===== src/sv/psv_pkg.sv =====
// Types and constants shared by the path string validator modules.
`timescale 1ns / 1ps

package psv_pkg;

    localparam int CH_W       = 8;
    localparam int COUNT_W    = 16;
    localparam int CFG_IDX_W  = 1;
    localparam int CFG_DATA_W = 16;
    localparam int S_TDATA_W  = 16;
    localparam int M_TDATA_W  = 8;

    localparam logic [COUNT_W-1:0] LENGTH_LIMIT_RST = 16'd4096;
    localparam logic [COUNT_W-1:0] COUNT_MAX        = 16'hFFFF;

    localparam logic [CFG_IDX_W-1:0] CFG_LENGTH_LIMIT  = 1'd0;
    localparam logic [CFG_IDX_W-1:0] CFG_WINDOWS_RULES = 1'd1;

    localparam logic [CH_W-1:0] CH_NUL    = 8'h00;
    localparam logic [CH_W-1:0] CH_SPACE  = 8'h20;
    localparam logic [CH_W-1:0] CH_SLASH  = 8'h2F;
    localparam logic [CH_W-1:0] CH_BSLASH = 8'h5C;
    localparam logic [CH_W-1:0] CH_DOT    = 8'h2E;
    localparam logic [CH_W-1:0] CH_COLON  = 8'h3A;
    localparam logic [CH_W-1:0] CH_LT     = 8'h3C;
    localparam logic [CH_W-1:0] CH_GT     = 8'h3E;
    localparam logic [CH_W-1:0] CH_PIPE   = 8'h7C;
    localparam logic [CH_W-1:0] CH_STAR   = 8'h2A;
    localparam logic [CH_W-1:0] CH_QMARK  = 8'h3F;
    localparam logic [CH_W-1:0] CH_QUOTE  = 8'h22;
    localparam logic [CH_W-1:0] CH_DIG1   = 8'h31;
    localparam logic [CH_W-1:0] CH_DIG9   = 8'h39;

    localparam logic [23:0] NAME_CON = 24'h4E4F43;  // "CON", first byte low
    localparam logic [23:0] NAME_PRN = 24'h4E5250;
    localparam logic [23:0] NAME_AUX = 24'h585541;
    localparam logic [23:0] NAME_NUL = 24'h4C554E;
    localparam logic [23:0] NAME_COM = 24'h4D4F43;
    localparam logic [23:0] NAME_LPT = 24'h54504C;

    typedef enum logic [2:0] {
        REASON_OK,
        REASON_EMPTY,
        REASON_TOO_LONG,
        REASON_BAD_BYTE,
        REASON_DOT_SEGMENT,
        REASON_NOT_ABSOLUTE,
        REASON_RESERVED
    } reason_t;

    typedef struct packed {
        logic [COUNT_W-1:0] length_limit;
        logic               windows_rules;
    } cfg_t;

    typedef struct packed {
        reason_t reason;
        logic    path_ok;
    } verdict_t;

endpackage


===== src/sv/psv_path_state.sv =====
// Per-path byte tracking and verdict logic for the path string validator.
`timescale 1ns / 1ps

module psv_path_state (
    input  logic                       aclk,
    input  logic                       aresetn,
    input  logic                       accept,
    input  logic [psv_pkg::CH_W-1:0]   ch,
    input  logic                       require_absolute,
    input  psv_pkg::cfg_t              cfg,
    output logic                       terminator,
    output psv_pkg::verdict_t          verdict
);

    logic [psv_pkg::COUNT_W-1:0] count_reg, count_next;
    logic                        bad_reg, bad_next;
    logic                        dotseg_reg, dotseg_next;
    logic [1:0]                  seg_len_reg, seg_len_next;
    logic                        all_dots_reg, all_dots_next;
    logic [15:0]                 prefix_reg, prefix_next;
    logic                        abs_match_reg, abs_match_next;
    logic [31:0]                 base_chars_reg, base_chars_next;
    logic [2:0]                  base_len_reg, base_len_next;
    logic                        base_dot_reg, base_dot_next;

    logic                        is_sep;
    logic                        is_bad;
    logic [psv_pkg::CH_W-1:0]    upper;
    logic                        first_alpha;
    logic                        dot_final;
    logic                        is_abs;
    logic                        reserved;
    logic                        digit_ok;
    psv_pkg::reason_t            reason;

    assign terminator = (ch == psv_pkg::CH_NUL);
    assign is_sep = (ch == psv_pkg::CH_SLASH) || (ch == psv_pkg::CH_BSLASH);
    assign is_bad = (ch < psv_pkg::CH_SPACE) ||
                    (cfg.windows_rules &&
                     ((ch == psv_pkg::CH_LT) || (ch == psv_pkg::CH_GT) ||
                      (ch == psv_pkg::CH_PIPE) || (ch == psv_pkg::CH_STAR) ||
                      (ch == psv_pkg::CH_QMARK) || (ch == psv_pkg::CH_QUOTE)));
    assign upper = (ch >= 8'h61 && ch <= 8'h7A) ? (ch - 8'h20) : ch;
    assign first_alpha = (prefix_reg[7:0] >= 8'h41 && prefix_reg[7:0] <= 8'h5A) ||
                         (prefix_reg[7:0] >= 8'h61 && prefix_reg[7:0] <= 8'h7A);

    always_comb begin
        count_next      = count_reg;
        bad_next        = bad_reg;
        dotseg_next     = dotseg_reg;
        seg_len_next    = seg_len_reg;
        all_dots_next   = all_dots_reg;
        prefix_next     = prefix_reg;
        abs_match_next  = abs_match_reg;
        base_chars_next = base_chars_reg;
        base_len_next   = base_len_reg;
        base_dot_next   = base_dot_reg;
        if (accept) begin
            if (terminator) begin
                count_next      = '0;
                bad_next        = 1'b0;
                dotseg_next     = 1'b0;
                seg_len_next    = '0;
                all_dots_next   = 1'b1;
                prefix_next     = '0;
                abs_match_next  = 1'b0;
                base_chars_next = '0;
                base_len_next   = '0;
                base_dot_next   = 1'b0;
            end else begin
                if (is_bad) begin
                    bad_next = 1'b1;
                end
                if (count_reg == 16'd0) begin
                    prefix_next = {8'h00, ch};
                end else if (count_reg == 16'd1) begin
                    prefix_next = {ch, prefix_reg[7:0]};
                end else if (count_reg == 16'd2) begin
                    abs_match_next = first_alpha && (prefix_reg[15:8] == psv_pkg::CH_COLON)
                                     && is_sep;
                end
                if (is_sep) begin
                    if ((seg_len_reg == 2'd1 || seg_len_reg == 2'd2) && all_dots_reg) begin
                        dotseg_next = 1'b1;
                    end
                    seg_len_next    = '0;
                    all_dots_next   = 1'b1;
                    base_chars_next = '0;
                    base_len_next   = '0;
                    base_dot_next   = 1'b0;
                end else begin
                    if (ch != psv_pkg::CH_DOT) begin
                        all_dots_next = 1'b0;
                    end
                    if (seg_len_reg != 2'd3) begin
                        seg_len_next = seg_len_reg + 2'd1;
                    end
                    if (!base_dot_reg) begin
                        if (ch == psv_pkg::CH_DOT) begin
                            base_dot_next = 1'b1;
                        end else begin
                            if (base_len_reg < 3'd4) begin
                                base_chars_next[{base_len_reg[1:0], 3'b000} +: 8] = upper;
                            end
                            if (base_len_reg < 3'd5) begin
                                base_len_next = base_len_reg + 3'd1;
                            end
                        end
                    end
                end
                if (count_reg != psv_pkg::COUNT_MAX) begin
                    count_next = count_reg + 16'd1;
                end
            end
        end
    end

    always_ff @(posedge aclk) begin
        if (!aresetn) begin
            count_reg      <= '0;
            bad_reg        <= 1'b0;
            dotseg_reg     <= 1'b0;
            seg_len_reg    <= '0;
            all_dots_reg   <= 1'b1;
            prefix_reg     <= '0;
            abs_match_reg  <= 1'b0;
            base_chars_reg <= '0;
            base_len_reg   <= '0;
            base_dot_reg   <= 1'b0;
        end else begin
            count_reg      <= count_next;
            bad_reg        <= bad_next;
            dotseg_reg     <= dotseg_next;
            seg_len_reg    <= seg_len_next;
            all_dots_reg   <= all_dots_next;
            prefix_reg     <= prefix_next;
            abs_match_reg  <= abs_match_next;
            base_chars_reg <= base_chars_next;
            base_len_reg   <= base_len_next;
            base_dot_reg   <= base_dot_next;
        end
    end

    // verdict for a terminator arriving now; the open segment closes with it
    always_comb begin
        dot_final = dotseg_reg ||
                    ((seg_len_reg == 2'd1 || seg_len_reg == 2'd2) && all_dots_reg);
        if (cfg.windows_rules) begin
            is_abs = abs_match_reg ||
                     ((count_reg >= 16'd2) &&
                      (prefix_reg == {psv_pkg::CH_BSLASH, psv_pkg::CH_BSLASH}));
        end else begin
            is_abs = (count_reg >= 16'd1) && (prefix_reg[7:0] == psv_pkg::CH_SLASH);
        end
        digit_ok = (base_chars_reg[31:24] >= psv_pkg::CH_DIG1) &&
                   (base_chars_reg[31:24] <= psv_pkg::CH_DIG9);
        reserved = 1'b0;
        if (base_len_reg == 3'd3) begin
            reserved = (base_chars_reg[23:0] == psv_pkg::NAME_CON) ||
                       (base_chars_reg[23:0] == psv_pkg::NAME_PRN) ||
                       (base_chars_reg[23:0] == psv_pkg::NAME_AUX) ||
                       (base_chars_reg[23:0] == psv_pkg::NAME_NUL);
        end else if (base_len_reg == 3'd4) begin
            reserved = digit_ok &&
                       ((base_chars_reg[23:0] == psv_pkg::NAME_COM) ||
                        (base_chars_reg[23:0] == psv_pkg::NAME_LPT));
        end

        if (count_reg == 16'd0) begin
            reason = psv_pkg::REASON_EMPTY;
        end else if (count_reg >= cfg.length_limit) begin
            reason = psv_pkg::REASON_TOO_LONG;
        end else if (bad_reg) begin
            reason = psv_pkg::REASON_BAD_BYTE;
        end else if (dot_final) begin
            reason = psv_pkg::REASON_DOT_SEGMENT;
        end else if (require_absolute && !is_abs) begin
            reason = psv_pkg::REASON_NOT_ABSOLUTE;
        end else if (cfg.windows_rules && reserved) begin
            reason = psv_pkg::REASON_RESERVED;
        end else begin
            reason = psv_pkg::REASON_OK;
        end
        verdict.reason  = reason;
        verdict.path_ok = (reason == psv_pkg::REASON_OK);
    end

endmodule


===== src/sv/psv_out_buf.sv =====
// Two-entry output register with skid slot for the verdict stream.
`timescale 1ns / 1ps

module psv_out_buf (
    input  logic                            aclk,
    input  logic                            aresetn,
    input  logic                            push,
    input  psv_pkg::verdict_t               verdict,
    output logic                            in_ready,
    output logic                            m_tvalid,
    input  logic                            m_tready,
    output logic [psv_pkg::M_TDATA_W-1:0]   m_tdata   // path_ok, reason[2:0], zero pad
);

    logic              main_valid_reg, main_valid_next;
    logic              skid_valid_reg, skid_valid_next;
    psv_pkg::verdict_t main_reg, main_next;
    psv_pkg::verdict_t skid_reg, skid_next;
    logic              pop;

    assign pop      = main_valid_reg && m_tready;
    assign in_ready = !skid_valid_reg;
    assign m_tvalid = main_valid_reg;
    assign m_tdata  = {{(psv_pkg::M_TDATA_W - 4){1'b0}}, main_reg.reason, main_reg.path_ok};

    always_comb begin
        main_valid_next = main_valid_reg;
        skid_valid_next = skid_valid_reg;
        main_next       = main_reg;
        skid_next       = skid_reg;
        if (skid_valid_reg) begin
            if (pop) begin
                main_next       = skid_reg;
                skid_valid_next = 1'b0;
            end
        end else if (push) begin
            if (!main_valid_reg || pop) begin
                main_next       = verdict;
                main_valid_next = 1'b1;
            end else begin
                skid_next       = verdict;
                skid_valid_next = 1'b1;
            end
        end else if (pop) begin
            main_valid_next = 1'b0;
        end
    end

    always_ff @(posedge aclk) begin
        if (!aresetn) begin
            main_valid_reg <= 1'b0;
            skid_valid_reg <= 1'b0;
        end else begin
            main_valid_reg <= main_valid_next;
            skid_valid_reg <= skid_valid_next;
        end
    end

    always_ff @(posedge aclk) begin
        main_reg <= main_next;
        skid_reg <= skid_next;
    end

endmodule


===== src/sv/path_string_validator_top.sv =====
// Top level of the path string validator.
`timescale 1ns / 1ps
// Usage:
//   s_ channel: one path byte per word; a zero byte ends the path and also
//   carries the require_absolute flag. Nonzero bytes produce no output.
//   m_ channel: one verdict word per path: path_ok and a reason code
//   (0 ok, 1 empty, 2 too long, 3 bad byte, 4 dot segment, 5 not absolute,
//   6 reserved name), first failing check reported.
//   cfg channel: index 0 writes length_limit, index 1 writes windows_rules
//   (bit 0). Always ready; write only while no path is in flight.
// Output path: the verdict is registered in the output register, or in the skid
//   slot while the output register is held, once the terminator is accepted.
// Throughput: one byte per cycle while s_tready is high; the per-path flags and
//   counters update through combinational logic between the input handshake and the state.
// Reset: aresetn low clears the path state, empties the output, and returns
//   length_limit to 4096 and windows_rules to 0.
// Stall: a verdict waits in the output register while a second one can land
//   in the skid slot; s_tready drops only while the skid slot is occupied.

module path_string_validator_top (
    input  logic                              aclk,
    input  logic                              aresetn,
    input  logic                              s_tvalid,
    output logic                              s_tready,
    input  logic [psv_pkg::S_TDATA_W-1:0]     s_tdata,   // ch[7:0], require_absolute, zero pad
    output logic                              m_tvalid,
    input  logic                              m_tready,
    output logic [psv_pkg::M_TDATA_W-1:0]     m_tdata,   // path_ok, reason[2:0], zero pad
    input  logic                              cfg_valid,
    output logic                              cfg_ready,
    input  logic [psv_pkg::CFG_IDX_W-1:0]     cfg_index,
    input  logic [psv_pkg::CFG_DATA_W-1:0]    cfg_data
);

    psv_pkg::cfg_t     cfg_reg;
    psv_pkg::verdict_t verdict;
    logic              accept;
    logic              terminator;
    logic              buf_ready;

    assign cfg_ready = 1'b1;
    assign s_tready  = buf_ready;
    assign accept    = s_tvalid && buf_ready;

    always_ff @(posedge aclk) begin
        if (!aresetn) begin
            cfg_reg.length_limit  <= psv_pkg::LENGTH_LIMIT_RST;
            cfg_reg.windows_rules <= 1'b0;
        end else if (cfg_valid) begin
            case (cfg_index)
                psv_pkg::CFG_LENGTH_LIMIT:  cfg_reg.length_limit  <= cfg_data;
                psv_pkg::CFG_WINDOWS_RULES: cfg_reg.windows_rules <= cfg_data[0];
                default: ;
            endcase
        end
    end

    psv_path_state u_state (
        .aclk             (aclk),
        .aresetn          (aresetn),
        .accept           (accept),
        .ch               (s_tdata[psv_pkg::CH_W-1:0]),
        .require_absolute (s_tdata[psv_pkg::CH_W]),
        .cfg              (cfg_reg),
        .terminator       (terminator),
        .verdict          (verdict)
    );

    psv_out_buf u_out (
        .aclk     (aclk),
        .aresetn  (aresetn),
        .push     (accept && terminator),
        .verdict  (verdict),
        .in_ready (buf_ready),
        .m_tvalid (m_tvalid),
        .m_tready (m_tready),
        .m_tdata  (m_tdata)
    );

endmodule


===== config.mk =====
export PLATFORM = sky130hd
export DESIGN_NAME = path_string_validator_top
export DESIGN_NICKNAME = d
export VERILOG_FILES = /design/src/sv/psv_pkg.sv /design/src/sv/psv_path_state.sv /design/src/sv/psv_out_buf.sv /design/src/sv/path_string_validator_top.sv
export SDC_FILE = /design/constraint.sdc
export NUM_CORES = 1
export LEC_CHECK = 0
export ABC_CLOCK_PERIOD_IN_PS = 5050
export BUFFER_PORTS_ARGS = -buffer_cell sky130_fd_sc_hd__buf_2
export CAP_MARGIN = 20
export CORE_UTILIZATION = 43
export CTS_BUF_LIST = sky130_fd_sc_hd__clkbuf_8
export CTS_CLUSTER_SIZE = 25
export DETAILED_ROUTE_END_ITERATION = 7
export PLACE_DENSITY = 0.67
export SLEW_MARGIN = 40
export SYNTH_ARGS = -nofsm -noshare
export SYNTH_HDL_FRONTEND = slang
export SYNTH_SLANG_ARGS = --single-unit

===== constraint.sdc =====
create_clock -name aclk -period 5.05 [get_ports aclk]
set_input_delay 0.7575 -clock aclk [delete_from_list [all_inputs] [get_ports aclk]]
set_output_delay 0.7575 -clock aclk [all_outputs]
set_load 0.02 [all_outputs]

* Yosys cells after proc, flatten, opt, wreduce, memory -nomap -nowiden
Index checks and enable logic that the tools add are counted.
Operators by class: bitwise logic cells 3, shift operators 2, reductions and logical operators 67, magnitude comparators 14, $add $sub $neg 5, equal/unequal tests 33, muxes and demuxes 56
Operators by type and width (count):
- $mux 32 | 5
- $eq 24x23->1 const B | 6
- $mux 16 | 5
- $eq 8x6->1 const B | 9
- $mux 3 | 11
- $bwmux 32 | 1
- $shift 8x7->32 const A | 1
- $shiftx 8x7->32 | 1
- $mux 1 | 26
- $ge 8x7->1 const B | 3
- $le 8x7->1 const B | 3
- $reduce_bool 2->1 | 9
- $add 16x1->16 const B | 1
- $eq 16x1->1 const B | 1
- $eq 16x15->1 const B | 1
- $eq 16x2->1 const B | 1
- $eq 8x7->1 const B | 2
- $ge 16x1->1 const B | 1
- $ge 16x16->1 | 1
- $ge 16x2->1 const B | 1
- $logic_and 1x1->1 | 16
- $logic_not 16->1 | 1
- $logic_or 1x1->1 | 16
- $mux 4 | 4
- other kinds (27) | 54
Word-level totals: register bits after elaboration 101, input port bits 38, output and inout port bits 11

* Logic depth before layout (Yosys ltp)
Gate-level depths: netlist of the first run.
depth in word-level cells 16, mapped depth 8

* Cells and area by module
Synthesis of the first run repeated with hierarchy kept, for this count alone.
Second synthesis, totals: cell total of the unflattened synthesis 615, area, all modules 5388.9 µm²
Modules (own cells, without submodules):
- psv_path_state | area an instance 4211.5 µm², cells each 505, times used 1, seq. area each 1481.4 µm²
- path_string_validator_top | area an instance 721.9 µm², cells each 78, times used 1, seq. area each 340.3 µm²
- psv_out_buf | area an instance 455.4 µm², cells each 32, times used 1, seq. area each 280.3 µm²

* Least setup slack after synthesis of the first run
Ideal clock, no wire load.
path type input port to flip-flop, start point in s_tdata[6] in the netlist's numbering, end point reg u_out.skid_reg[0] in the netlist's numbering (enable), data required time 4.683 ns, path slack 2.567 ns, arrival 2.116 ns, setup time 0.367 ns, stages 5, cells stage by stage buf_6 > or4_4 > nor2_1 > nand2_1 > nor3b_1
Between the ends: cells in the longest elaborated chain, start to end 3
Ends and longest elaborated chain:
- from (decl) | RTL line path_string_validator_top.sv:25 | input logic [psv_pkg::S_TDATA_W-1:0] s_tdata,
- $logic_not 8->1 | RTL line psv_path_state.sv:36 | assign terminator = (ch == psv_pkg::CH_NUL);
- $logic_and 1x1->1 | RTL line path_string_validator_top.sv:72 | .push (accept && terminator),
- $reduce_and 3->1 (no line)
- to (signal assigned) | RTL line psv_out_buf.sv:61 | skid_reg <= skid_next;
- to (decl) | RTL line psv_out_buf.sv:18 | psv_pkg::verdict_t skid_reg, skid_next;
No other way between the ends. A chain may end at the register's enable or synchronous reset.

==> results of run 1 <==
[where the power goes]
group / leakage, nW / switching (mW) / internal (mW) / total, mW
clock: 0.102 / 0.273 / 0.237 / 0.511
sequential: 0.825 / 0.0189 / 0.826 / 0.845
combinational: 1.26 / 0.117 / 0.0662 / 0.183
total: 2.19 / 0.409 / 1.13 / 1.54
[final cells by class]
class | count | share of cell area, %
multi-input cells | 454 | 51.9
clock inverters | 6 | 0.965
well taps | 168 | 3.60
repair buffers | 37 | 3.26
clock buffers | 10 | 2.36
flip-flops and latches | 101 | 36.0
inverters | 29 | 1.87
[stage by stage]
step	setup slack (ps)	area (µm²)
detailed placement	2090	5640
global route	2050	5830
global placement	2120	5630
floorplan	2570	5390
finish	2250	5830
CTS	2220	5830
[cells by family after synthesis]
| kind of cell | after synthesis | share of synthesized area, % |
|---|---|---|
| AND/OR/NAND/NOR | 266 | 27.3 |
| other | 2 | 0.140 |
| adder cells (fa/ha/maj) | 29 | 6.75 |
| AO/OA/AOI/OAI | 141 | 19.8 |
| multiplexers | 1 | 0.186 |
| buffers and inverters | 60 | 4.86 |
| flip-flops | 101 | 39.1 |
| XOR/XNOR | 12 | 1.95 |
[layer usage]
metal	up-vias	GRT usage, %	routed length [µm]
met2	127	36.1	6150
met1	2176	26.5	5820
li1	2253	-	-
met3	20	5.26	710
met5	-	0	0
met4	0	6.93	231
[worst max-delay path, cell delays in order, from the launching register on]
cell and delay (ps):
dfxtp_1 500, inv_1 180, ha_1 280, and4b_1 190, nand4_1 150, nor2_1 80, a2111oi_0 690, nand2_1 190
a32o_1 300
[final timing paths]
kind                                           start  slack [ps]                                 endpoint
min reg2reg  u_state.base_chars_reg[14]$_SDFFE_PN0P_         460  u_state.base_chars_reg[14]$_SDFFE_PN0P_
max reg2reg     u_state.base_len_reg[0]$_SDFFE_PN0P_        2250               u_out.m_tdata[3]$_DFFE_PP_
max             u_state.base_len_reg[0]$_SDFFE_PN0P_        2250               u_out.m_tdata[3]$_DFFE_PP_
min          u_state.base_chars_reg[14]$_SDFFE_PN0P_         460  u_state.base_chars_reg[14]$_SDFFE_PN0P_
[cells in the final DEF, fill, tap and decap left out, drive strengths merged, types with 4 or more instances in the layout]
master / instances
a2111oi: 4
a21boi: 24
a21oi: 19
a22o: 22
a22oi: 18
and2: 4
and3: 7
and3b: 4
buf: 37
clkbuf: 10
conb: 5
dfxtp: 93
edfxtp: 8
ha: 29
inv: 32
nand2: 80
nand3: 25
nand3b: 4
nand4: 17
nor2: 37
nor2b: 24
nor3: 11
nor3b: 10
nor4: 10
nor4bb: 6
o21ai: 21
or2: 4
or4: 4
xnor2: 4
xor2: 8
==> flow_metrics.py, run 1 <==
metrics = {
    "yosys": {
        "synth.distinct_cells": 70,
        "ys_seq_area_share_pct": 39.1,
        "synth_area_leaders": "dfxtp_1 35%, ha_1 6.7%, nand2_1 5.6%",
        "syn_area_per_cell_um2": 8.79,
        "synth.top_cell.area_share_pct": 34.6,
        "synth_edf_count": 8,
        "yosys-top-cells-count": "93 x dfxtp_1, 80 x nand2_1, 37 x nor2_1, 29 x ha_1, 29 x inv_1",
        "synthArstFlopShare_pct": 0,
        "ys_ff_latch": 101,
        "ys_warn_count": 0,
        "synth_most_common_cell": "dfxtp_1",
        "synth_area_leader_cell": "dfxtp_1",
        "netlist_instances": 612,
        "synth_ff_type": "dfxtp_1",
        "synth_area_um2": 5380,
    },
    "clock_tree": {
        "cts.sinks": 101,
        "numCtsBuffers": 9,
        "post_cts_buffers": 0,
        "clk_path_buf_depth": 2,
        "htree_levels": 3,
        "cts_tree": "yes",
        "cts_resized": 0,
        "clock_latency_ps": 380,
        "hold_buffers": 0,
        "clk_pin_slew_ps": 100,
        "root_buffer": "clkbuf_8",
    },
    "critical_path": {
        "critPathMaxFanout": 8,
        "r2r_cells": 8,
        "required_ps": 5190,
        "critical_path_class": "flip-flop to flip-flop",
        "end_kind": "flip-flop",
        "critPathLaunchType": "flip-flop",
        "arrival_ps": 2940,
    },
    "route": {
        "viasPerCell": 5.68,
        "drtPass1Iterations": 5,
        "drtAntennaViolNets": 0,
        "vias": 4576,
        "wire_per_inst_um": 16.0,
        "remaining_drc_errors": 0,
        "drtIter0Drc": 286,
        "routed_wl_um": 12900,
    },
    "global_routing": {
        "grt_max_degree": 63,
        "antenna_found_initial": 0,
        "grt_util_all_layers_pct": 21.3,
        "grt_first_pass_wirelength_um": 21800,
        "grt_overflow": 0,
        "grt_pass1_vias": 4406,
    },
    "sta": {
        "skew_ps": 12.6,
        "finalCritPeriodShare_pct": 55.5,
        "final_max_slew_viol_count": 0,
        "slew_headroom_pct": 46.9,
        "min_period_ps": 2800,
        "setup_viol": 0,
        "worst_pin_slew_ps": 777,
        "hold_ws_ps": 464,
        "tns_ps": 0,
        "fmax_ghz": 0.357,
        "rsz0062_at_grt": "false",
        "final_hold_viol_count": 0,
    },
    "worst_hold_path": {
        "hold_class": "flip-flop to flip-flop",
        "hold_depth": 1,
    },
    "die": {
        "num_io_pins": 49,
        "rows": 40,
        "dieArea_um2": 13000,
        "dieWidth_um": 114,
        "core_area_um2": 12100,
        "initial_core_util_pct": 44.4,
        "fp.dieH_um": 114,
    },
    "job": {
        "maxCapViolCount": 0,
    },
    "power_and_ir_drop": {
        "peakVddDrop_v": 0.000134,
        "p_total_mw": 1.54,
        "p_per_area_nw_per_um2": 264,
        "leakagePower_nw": 2.19,
    },
    "finish": {
        "fin_util_pct": 48.2,
        "seqCellArea_um2": 2100,
        "multiInputGateArea_um2": 3030,
        "fin_cells": 805,
        "largest_register_ffs": 32,
        "antennaDiodeCount": 0,
        "nFillCells": 1158,
        "drive_gt1_share_pct": 11.3,
        "syn2layout_area_growth_pct": 8.47,
        "final_nets": 699,
    },
    "placement": {
        "dpl.hpwl_um": 9380,
        "numPortBuffers": 36,
        "dp_cells": 789,
        "globalplace.congestion": 0.866,
    },
    "run_status": {
        "status": "completed",
    },
}
Note: power is estimated with default switching activity, not from simulation.
==> inputs of run 2 (changes only) <==
--- a/config.mk
+++ b/config.mk
@@ -5,14 +5,15 @@
 export SDC_FILE = /design/constraint.sdc
 export NUM_CORES = 1
 export LEC_CHECK = 0
-export ABC_CLOCK_PERIOD_IN_PS = 5050
+export ABC_AREA = 1
+export ABC_CLOCK_PERIOD_IN_PS = 2300
 export BUFFER_PORTS_ARGS = -buffer_cell sky130_fd_sc_hd__buf_2
 export CAP_MARGIN = 20
 export CORE_UTILIZATION = 43
 export CTS_BUF_LIST = sky130_fd_sc_hd__clkbuf_8
 export CTS_CLUSTER_SIZE = 25
 export DETAILED_ROUTE_END_ITERATION = 7
-export PLACE_DENSITY = 0.67
+export PLACE_DENSITY = 0.69
 export SLEW_MARGIN = 40
 export SYNTH_ARGS = -nofsm -noshare
 export SYNTH_HDL_FRONTEND = slang
==> constraint.sdc (replaced) <==
create_clock -name aclk -period 2.3 [get_ports aclk]
set_input_delay 0.345 -clock aclk [delete_from_list [all_inputs] [get_ports aclk]]
set_output_delay 0.345 -clock aclk [all_outputs]
set_load 0.02 [all_outputs]
==> run 2 against run 1 <==
Against the previous run:
- utilization is 1.6 points higher
- clock power is 130% higher
- synthesized cell count is 39% higher
- maximum frequency is 34% higher
- final area is 9.9% higher
- routed wire length is 1.9% higher
- combinational power grew to 3.0 times the previous value
- area after synthesis is 7.4% higher
- register-to-register slack worse by 2000 ps
- first-iteration DRC count is 62% higher
- clock skew is 0.77 ps lower
- power is 140% higher
- critical endpoint is now u_out.m_tdata[0]$_DFFE_PP_
- largest cell class unchanged
==> flow_metrics.py, run 2 <==
metrics = {
    "sta": {
        "worst_pin_slew_ps": 702,
        "slew_headroom_pct": 53.2,
        "rsz0062_at_grt": "false",
        "min_period_ps": 2090,
        "finalCritPeriodShare_pct": 90.9,
        "final_max_slew_viol_count": 0,
        "final_hold_viol_count": 0,
        "fmax_ghz": 0.478,
        "setup_viol": 0,
        "tns_ps": 0,
        "skew_ps": 11.8,
        "setup_slack_ps": 209,
    },
    "yosys": {
        "ys_warn_count": 0,
        "synth-xor-area-share_pct": 0.152,
        "synth_mux_area_share_pct": 0,
        "synth-simple-area-share_pct": 31.9,
        "netlist_instances": 850,
        "synth_top_family_by_area": "simple AND/OR/NAND/NOR gates",
        "synth.distinct_cells": 44,
        "ys_ff_latch": 101,
        "synth_edf_count": 8,
        "synth.top_cell.area_share_pct": 32.2,
        "synthArstFlopShare_pct": 0,
        "syn_area_per_cell_um2": 6.79,
        "synth_compound_area_share_pct": 14.6,
        "yosys-top-cells-count": "196 x nand2_1, 114 x inv_1, 103 x nor2_1, 93 x dfxtp_1, 91 x a21oi_1",
        "synth_most_common_cell": "nand2_1",
        "synth-adder-area-share_pct": 6.28,
        "synth_area_um2": 5780,
        "synth_area_leader_cell": "dfxtp_1",
        "synth_ff_type": "dfxtp_1",
        "synth_area_leaders": "dfxtp_1 32%, nand2_1 13%, a21oi_1 7.9%",
        "ys_seq_area_share_pct": 36.4,
    },
    "global_routing": {
        "grt_max_degree": 50,
        "grt_pass1_vias": 4788,
        "grt_first_pass_wirelength_um": 22800,
        "grt_util_all_layers_pct": 20.2,
        "grt_overflow": 0,
        "antenna_found_initial": 0,
    },
    "power_and_ir_drop": {
        "peakVddDrop_v": 0.000260,
        "leakagePower_nw": 2.67,
        "p_per_area_nw_per_um2": 567,
    },
    "die": {
        "initial_core_util_pct": 44.9,
        "dieWidth_um": 118,
        "core_area_um2": 12900,
        "num_io_pins": 49,
        "rows": 41,
        "fp.dieH_um": 118,
        "dieArea_um2": 13900,
    },
    "clock_tree": {
        "hold_buffers": 0,
        "numCtsBuffers": 9,
        "clock_latency_ps": 390,
        "cts.sinks": 101,
        "clk_pin_slew_ps": 100,
        "cts_tree": "yes",
        "root_buffer": "clkbuf_8",
        "clk_path_buf_depth": 2,
        "htree_levels": 3,
    },
    "critical_path": {
        "path_delay_family": "simple AND/OR/NAND/NOR gates",
        "endpoint": "u_out.m_tdata[0]$_DFFE_PP_",
        "worstReg2RegStart": "u_state.count_reg[15]$_SDFFE_PN0P_",
        "critPathLaunch": "u_state.count_reg[15]$_SDFFE_PN0P_",
        "r2r_cells": 13,
        "crit_chain": "ha_1 > nand2_1 > inv_1 > a31oi_1 > o21ai_0 > nor2_1 > nand3_1 > inv_1 > nand3_1 > nand2_1 > inv_1 > nand2_1 > nand2_1",
        "critPathLaunchType": "flip-flop",
        "critical_path_class": "flip-flop to flip-flop",
        "path_buf_inv": 3,
        "worstSetupPathDepth": 13,
        "required_ps": 2450,
        "cp_common_cell": "nand2_1",
        "cp_slowest_cell": "dfxtp_1",
        "r2r_slack_ps": 210,
        "critPathMaxFanout": 5,
        "end_kind": "flip-flop",
        "arrival_ps": 2240,
        "slowest_delay_ps": 440,
        "reg2reg_to": "u_out.m_tdata[0]$_DFFE_PP_",
    },
    "finish": {
        "nFillCells": 1310,
        "antennaDiodeCount": 0,
        "mostFrequentLayoutCell": "nand2_1",
        "syn2layout_area_growth_pct": 11.0,
        "largest_register_ffs": 32,
        "fin_cells": 1072,
        "final_nets": 962,
        "final_cell_mix": "196 x nand2_1, 114 x inv_1, 102 x nor2_1, 91 x a21oi_1, 91 x dfxtp_1",
        "drive_gt1_share_pct": 12.1,
    },
    "placement": {
        "dp_cells": 1056,
        "post-place-ws_ps": 37.1,
        "numPortBuffers": 36,
        "globalplace.congestion": 0.879,
        "dpl.hpwl_um": 9990,
    },
    "route": {
        "viasPerCell": 4.94,
        "drtPass1Iterations": 7,
        "drtAntennaViolNets": 0,
        "vias": 5298,
        "wire_per_inst_um": 12.3,
        "drtIter0Drc": 463,
        "routed_wl_um": 13200,
        "remaining_drc_errors": 0,
    },
    "worst_hold_path": {
        "hold_start": "cfg_data[12]",
        "hold_class": "input port to flip-flop",
    },
    "run_status": {
        "status": "completed",
    },
    "job": {
        "maxCapViolCount": 0,
    },
}
==> run 2: changes by cell type after synthesis, sizes merged, moves of 9 or more <==
cell / change
nand2: +120
o21ai: +25
nor2b: -24
a22oi: -17
a22o: -22
nand3: +31
inv: +95
nor2: +76
a21boi: -23
nor3b: -9
a21oi: +73
==> run 2: worst reg2reg max path, delay by kind of cell (launching register included) <==
family,cells,cell delay (ps)
DFF,1,440
and+or+nand+nor,7,720
AOI/OAI and AO/OA,2,210
adders and majority gates,1,280
buffers and inverters,3,220
==> run 2: cell type report <==
type,count,area [µm²],share of cell area (%)
repair buffers,55,323,5.04
multi-input cells,604,3090,48.2
clock inverters,5,57.6,0.898
well taps,172,215,3.36
flip-flops and latches,101,2100,32.8
clock buffers,11,151,2.36
inverters,124,468,7.30
==> run 2: metrics by stage <==
step | instance area [µm²] | utilization (%) | power (mW) | hold WS, ps
after floorplan | 5790 | - | 2.31 | 425
after global placement | 6180 | 48.0 | 2.46 | 441
after detailed placement | 6180 | 48.0 | 2.47 | 443
after CTS | 6390 | 49.7 | 3.66 | 160
after global routing | 6410 | 49.8 | 3.82 | 188
final | 6410 | 49.8 | 3.63 | 172
==> run 2: power breakdown <==
group          switching (mW)  total (mW)  internal [mW]
clock network           0.635        1.20          0.563
registers              0.0420        1.88           1.83
logic                   0.369       0.555          0.187
total                    1.05        3.63           2.58
==> run 2: worst min-delay path by stage <==
stage,endpoint,depth (start not counted)
after global placement,u_state.base_chars_reg[26]$_SDFFE_PN0P_,2
after detailed placement,u_state.base_chars_reg[26]$_SDFFE_PN0P_,2
final,cfg_reg[13]$_SDFFE_PN1P_,3
after global routing,cfg_reg[13]$_SDFFE_PN1P_,3
after CTS,cfg_reg[13]$_SDFFE_PN1P_,3
after floorplan,u_state.base_chars_reg[26]$_SDFFE_PN0P_,2
==> run 2: logic make-up (layout without fill, tap and decap cells) <==
group | count (synthesis) | after routing
other | 2 | 5
buffers and inverters | 148 | 195
adder cells (fa/ha/maj) | 29 | 29
AO/OA/AOI/OAI | 156 | 156
AND/OR/NAND/NOR | 413 | 413
XOR/XNOR | 1 | 1
flip-flops | 101 | 101
==> run 2: timing repair <==
action	4_1_cts	5_1_grt
buffers inserted	0	0
hold endpoints to repair	0	0
endpoints found under the setup margin	0	6
gates resized for setup	0	5
==> run 2: per-layer routing <==
| layer | vias up | share of wire (%) | GRT usage (%) |
|---|---|---|---|
| met5 | - | 0 | 0 |
| met3 | 11 | 4.3 | 3.29 |
| li1 | 2837 | - | - |
| met4 | 0 | 1.3 | 6.89 |
| met1 | 2362 | 52 | 29.1 |
| met2 | 88 | 43 | 30.4 |
==> inputs of run 3 (changes only) <==
--- a/config.mk
+++ b/config.mk
@@ -9,11 +9,11 @@
 export ABC_CLOCK_PERIOD_IN_PS = 2300
 export BUFFER_PORTS_ARGS = -buffer_cell sky130_fd_sc_hd__buf_2
 export CAP_MARGIN = 20
-export CORE_UTILIZATION = 43
+export CORE_UTILIZATION = 39
 export CTS_BUF_LIST = sky130_fd_sc_hd__clkbuf_8
 export CTS_CLUSTER_SIZE = 25
 export DETAILED_ROUTE_END_ITERATION = 7
-export PLACE_DENSITY = 0.69
+export PLACE_DENSITY = 0.64
 export SLEW_MARGIN = 40
 export SYNTH_ARGS = -nofsm -noshare
 export SYNTH_HDL_FRONTEND = slang
==> run 3 against run 2 <==
Against the previous run:
- clock skew shrank 0.82 ps
- final area grew 0.25%
- sequential cell count is the same
- setup slack gained 25 ps
- largest cell class unchanged
- non-clock buffer count grew 4
- critical endpoint unchanged
- first-iteration DRC count shrank 29%
- highest routed layer unchanged
==> flow_metrics.py, run 3 (synthesis results as in run 2) <==
metrics = {
    "run_status": {
        "status": "completed",
    },
    "worst_hold_path": {
        "hold_class": "input port to flip-flop",
        "hold_start": "cfg_data[12]",
        "hold_depth": 3,
    },
    "route": {
        "viasPerCell": 4.92,
        "drtAntennaViolNets": 0,
        "drtPass1Iterations": 5,
        "remaining_drc_errors": 0,
        "vias": 5349,
        "drtIter0Drc": 330,
        "wire_per_inst_um": 12.7,
        "routed_wl_um": 13800,
    },
    "sta": {
        "setup_slack_ps": 234,
        "slew_headroom_pct": 53.6,
        "hold_ws_ps": 173,
        "finalCritPeriodShare_pct": 89.8,
        "final_hold_viol_count": 0,
        "skew_ps": 11.0,
        "worst_pin_slew_ps": 695,
        "fmax_ghz": 0.484,
        "tns_ps": 0,
        "setup_viol": 0,
        "final_max_slew_viol_count": 0,
        "min_period_ps": 2070,
        "rsz0062_at_grt": "false",
    },
    "finish": {
        "syn2layout_area_growth_pct": 11.2,
        "final_cell_mix": "196 x nand2_1, 116 x inv_1, 102 x nor2_1, 91 x a21oi_1, 91 x dfxtp_1",
        "antennaDiodeCount": 0,
        "fin_cells": 1087,
        "final_nets": 966,
        "drive_gt1_share_pct": 12.2,
        "fin_util_pct": 44.4,
        "mostFrequentLayoutCell": "nand2_1",
        "largest_register_ffs": 32,
    },
    "clock_tree": {
        "cts_tree": "yes",
        "clock_latency_ps": 390,
        "clk_pin_slew_ps": 100,
        "clk_path_buf_depth": 2,
        "htree_levels": 3,
        "post_cts_buffers": 0,
        "numCtsBuffers": 9,
        "cts.sinks": 101,
        "root_buffer": "clkbuf_8",
    },
    "placement": {
        "globalplace.congestion": 0.837,
        "numPortBuffers": 36,
        "post-place-ws_ps": 123,
        "dp_cells": 1072,
        "dpl.hpwl_um": 10400,
    },
    "global_routing": {
        "antenna_found_initial": 0,
        "grt_overflow": 0,
        "grt_first_pass_wirelength_um": 23000,
        "grt_max_degree": 50,
        "grt_pass1_vias": 4937,
        "grt_util_all_layers_pct": 19.3,
    },
    "critical_path": {
        "critical_path_class": "flip-flop to flip-flop",
        "r2r_slack_ps": 230,
        "r2r_cells": 11,
        "arrival_ps": 2230,
        "critPathLaunchType": "flip-flop",
        "required_ps": 2460,
        "critPathLaunch": "u_state.count_reg[15]$_SDFFE_PN0P_",
        "critPathMaxFanout": 5,
        "end_kind": "flip-flop",
        "worstReg2RegStart": "u_state.count_reg[15]$_SDFFE_PN0P_",
    },
    "die": {
        "initial_core_util_pct": 39.9,
        "dieWidth_um": 124,
        "fp.dieH_um": 124,
        "core_area_um2": 14500,
        "num_io_pins": 49,
        "dieArea_um2": 15300,
        "rows": 44,
    },
    "power_and_ir_drop": {
        "peakVddDrop_v": 0.000245,
        "leakagePower_nw": 2.68,
        "p_per_area_nw_per_um2": 555,
    },
    "job": {
        "maxCapViolCount": 0,
    },
}
-- run 3: changes by cell type in the layout (fill, tap and decap cells not counted), sizes merged --
cell / change
inv: +2
buf: +4
clkinvlp: -1
clkbuf: -2
-- run 3: path summary, 6_finish.rpt --
| check | endpoint |
|---|---|
| worst max register to register | u_out.m_tdata[0]$_DFFE_PP_ |
| worst min-delay path | cfg_reg[13]$_SDFFE_PN1P_ |
| worst min register to register | u_state.base_chars_reg[26]$_SDFFE_PN0P_ |
| worst max-delay path | u_out.m_tdata[0]$_DFFE_PP_ |
-- run 3: layout make-up --
cell class	instances	area [µm²]
fill	1534	8050
multi-input combinational	604	3090
sequential	101	2100
inverter	124	468
timing repair buffer	59	353
tap	184	230
clock buffer	9	124
clock inverter	6	56.3
-- run 3: power breakdown --
group          switching, mW  total (mW)  internal [mW]
Sequential            0.0428        1.88           1.84
Clock                  0.633        1.12          0.491
Combinational          0.371       0.562          0.191
Total                   1.05        3.56           2.52
-- run 3: what timing repair did --
item / CTS / global route
endpoints found under the hold margin: 0 / 0
resized for setup: 0 / 4
endpoints found under the setup margin: 0 / 5
hold buffers: 0 / 0
-- run 3: worst max-delay path, cell delays in order (launching register included) --
cell,delay [ps]
dfxtp_1,480
ha_1,300
nand2_1,70
inv_1,40
a31oi_1,110
o21ai_0,100
nor2_1,130
nand3_1,160
a22oi_2,270
nor2_1,80
nand2_1,60
nand2_1,40
-- run 3: metal layers --
metal  wire (µm)  GRT usage (%)  vias to the layer above
li1            -              -                     2842
met1        6510           24.3                     2397
met2        6530           31.9                       84
met3         441           3.75                       26
met4         334           8.51                        0
met5           0              0                        -
-- run 3: through the flow --
step | instance area, µm² | power, mW
2_1_floorplan | 5790 | 2.31
3_3_place_gp | 6230 | 2.47
3_5_place_dp | 6230 | 2.48
4_1_cts | 6410 | 3.60
5_1_grt | 6420 | 3.75
6_report | 6420 | 3.56
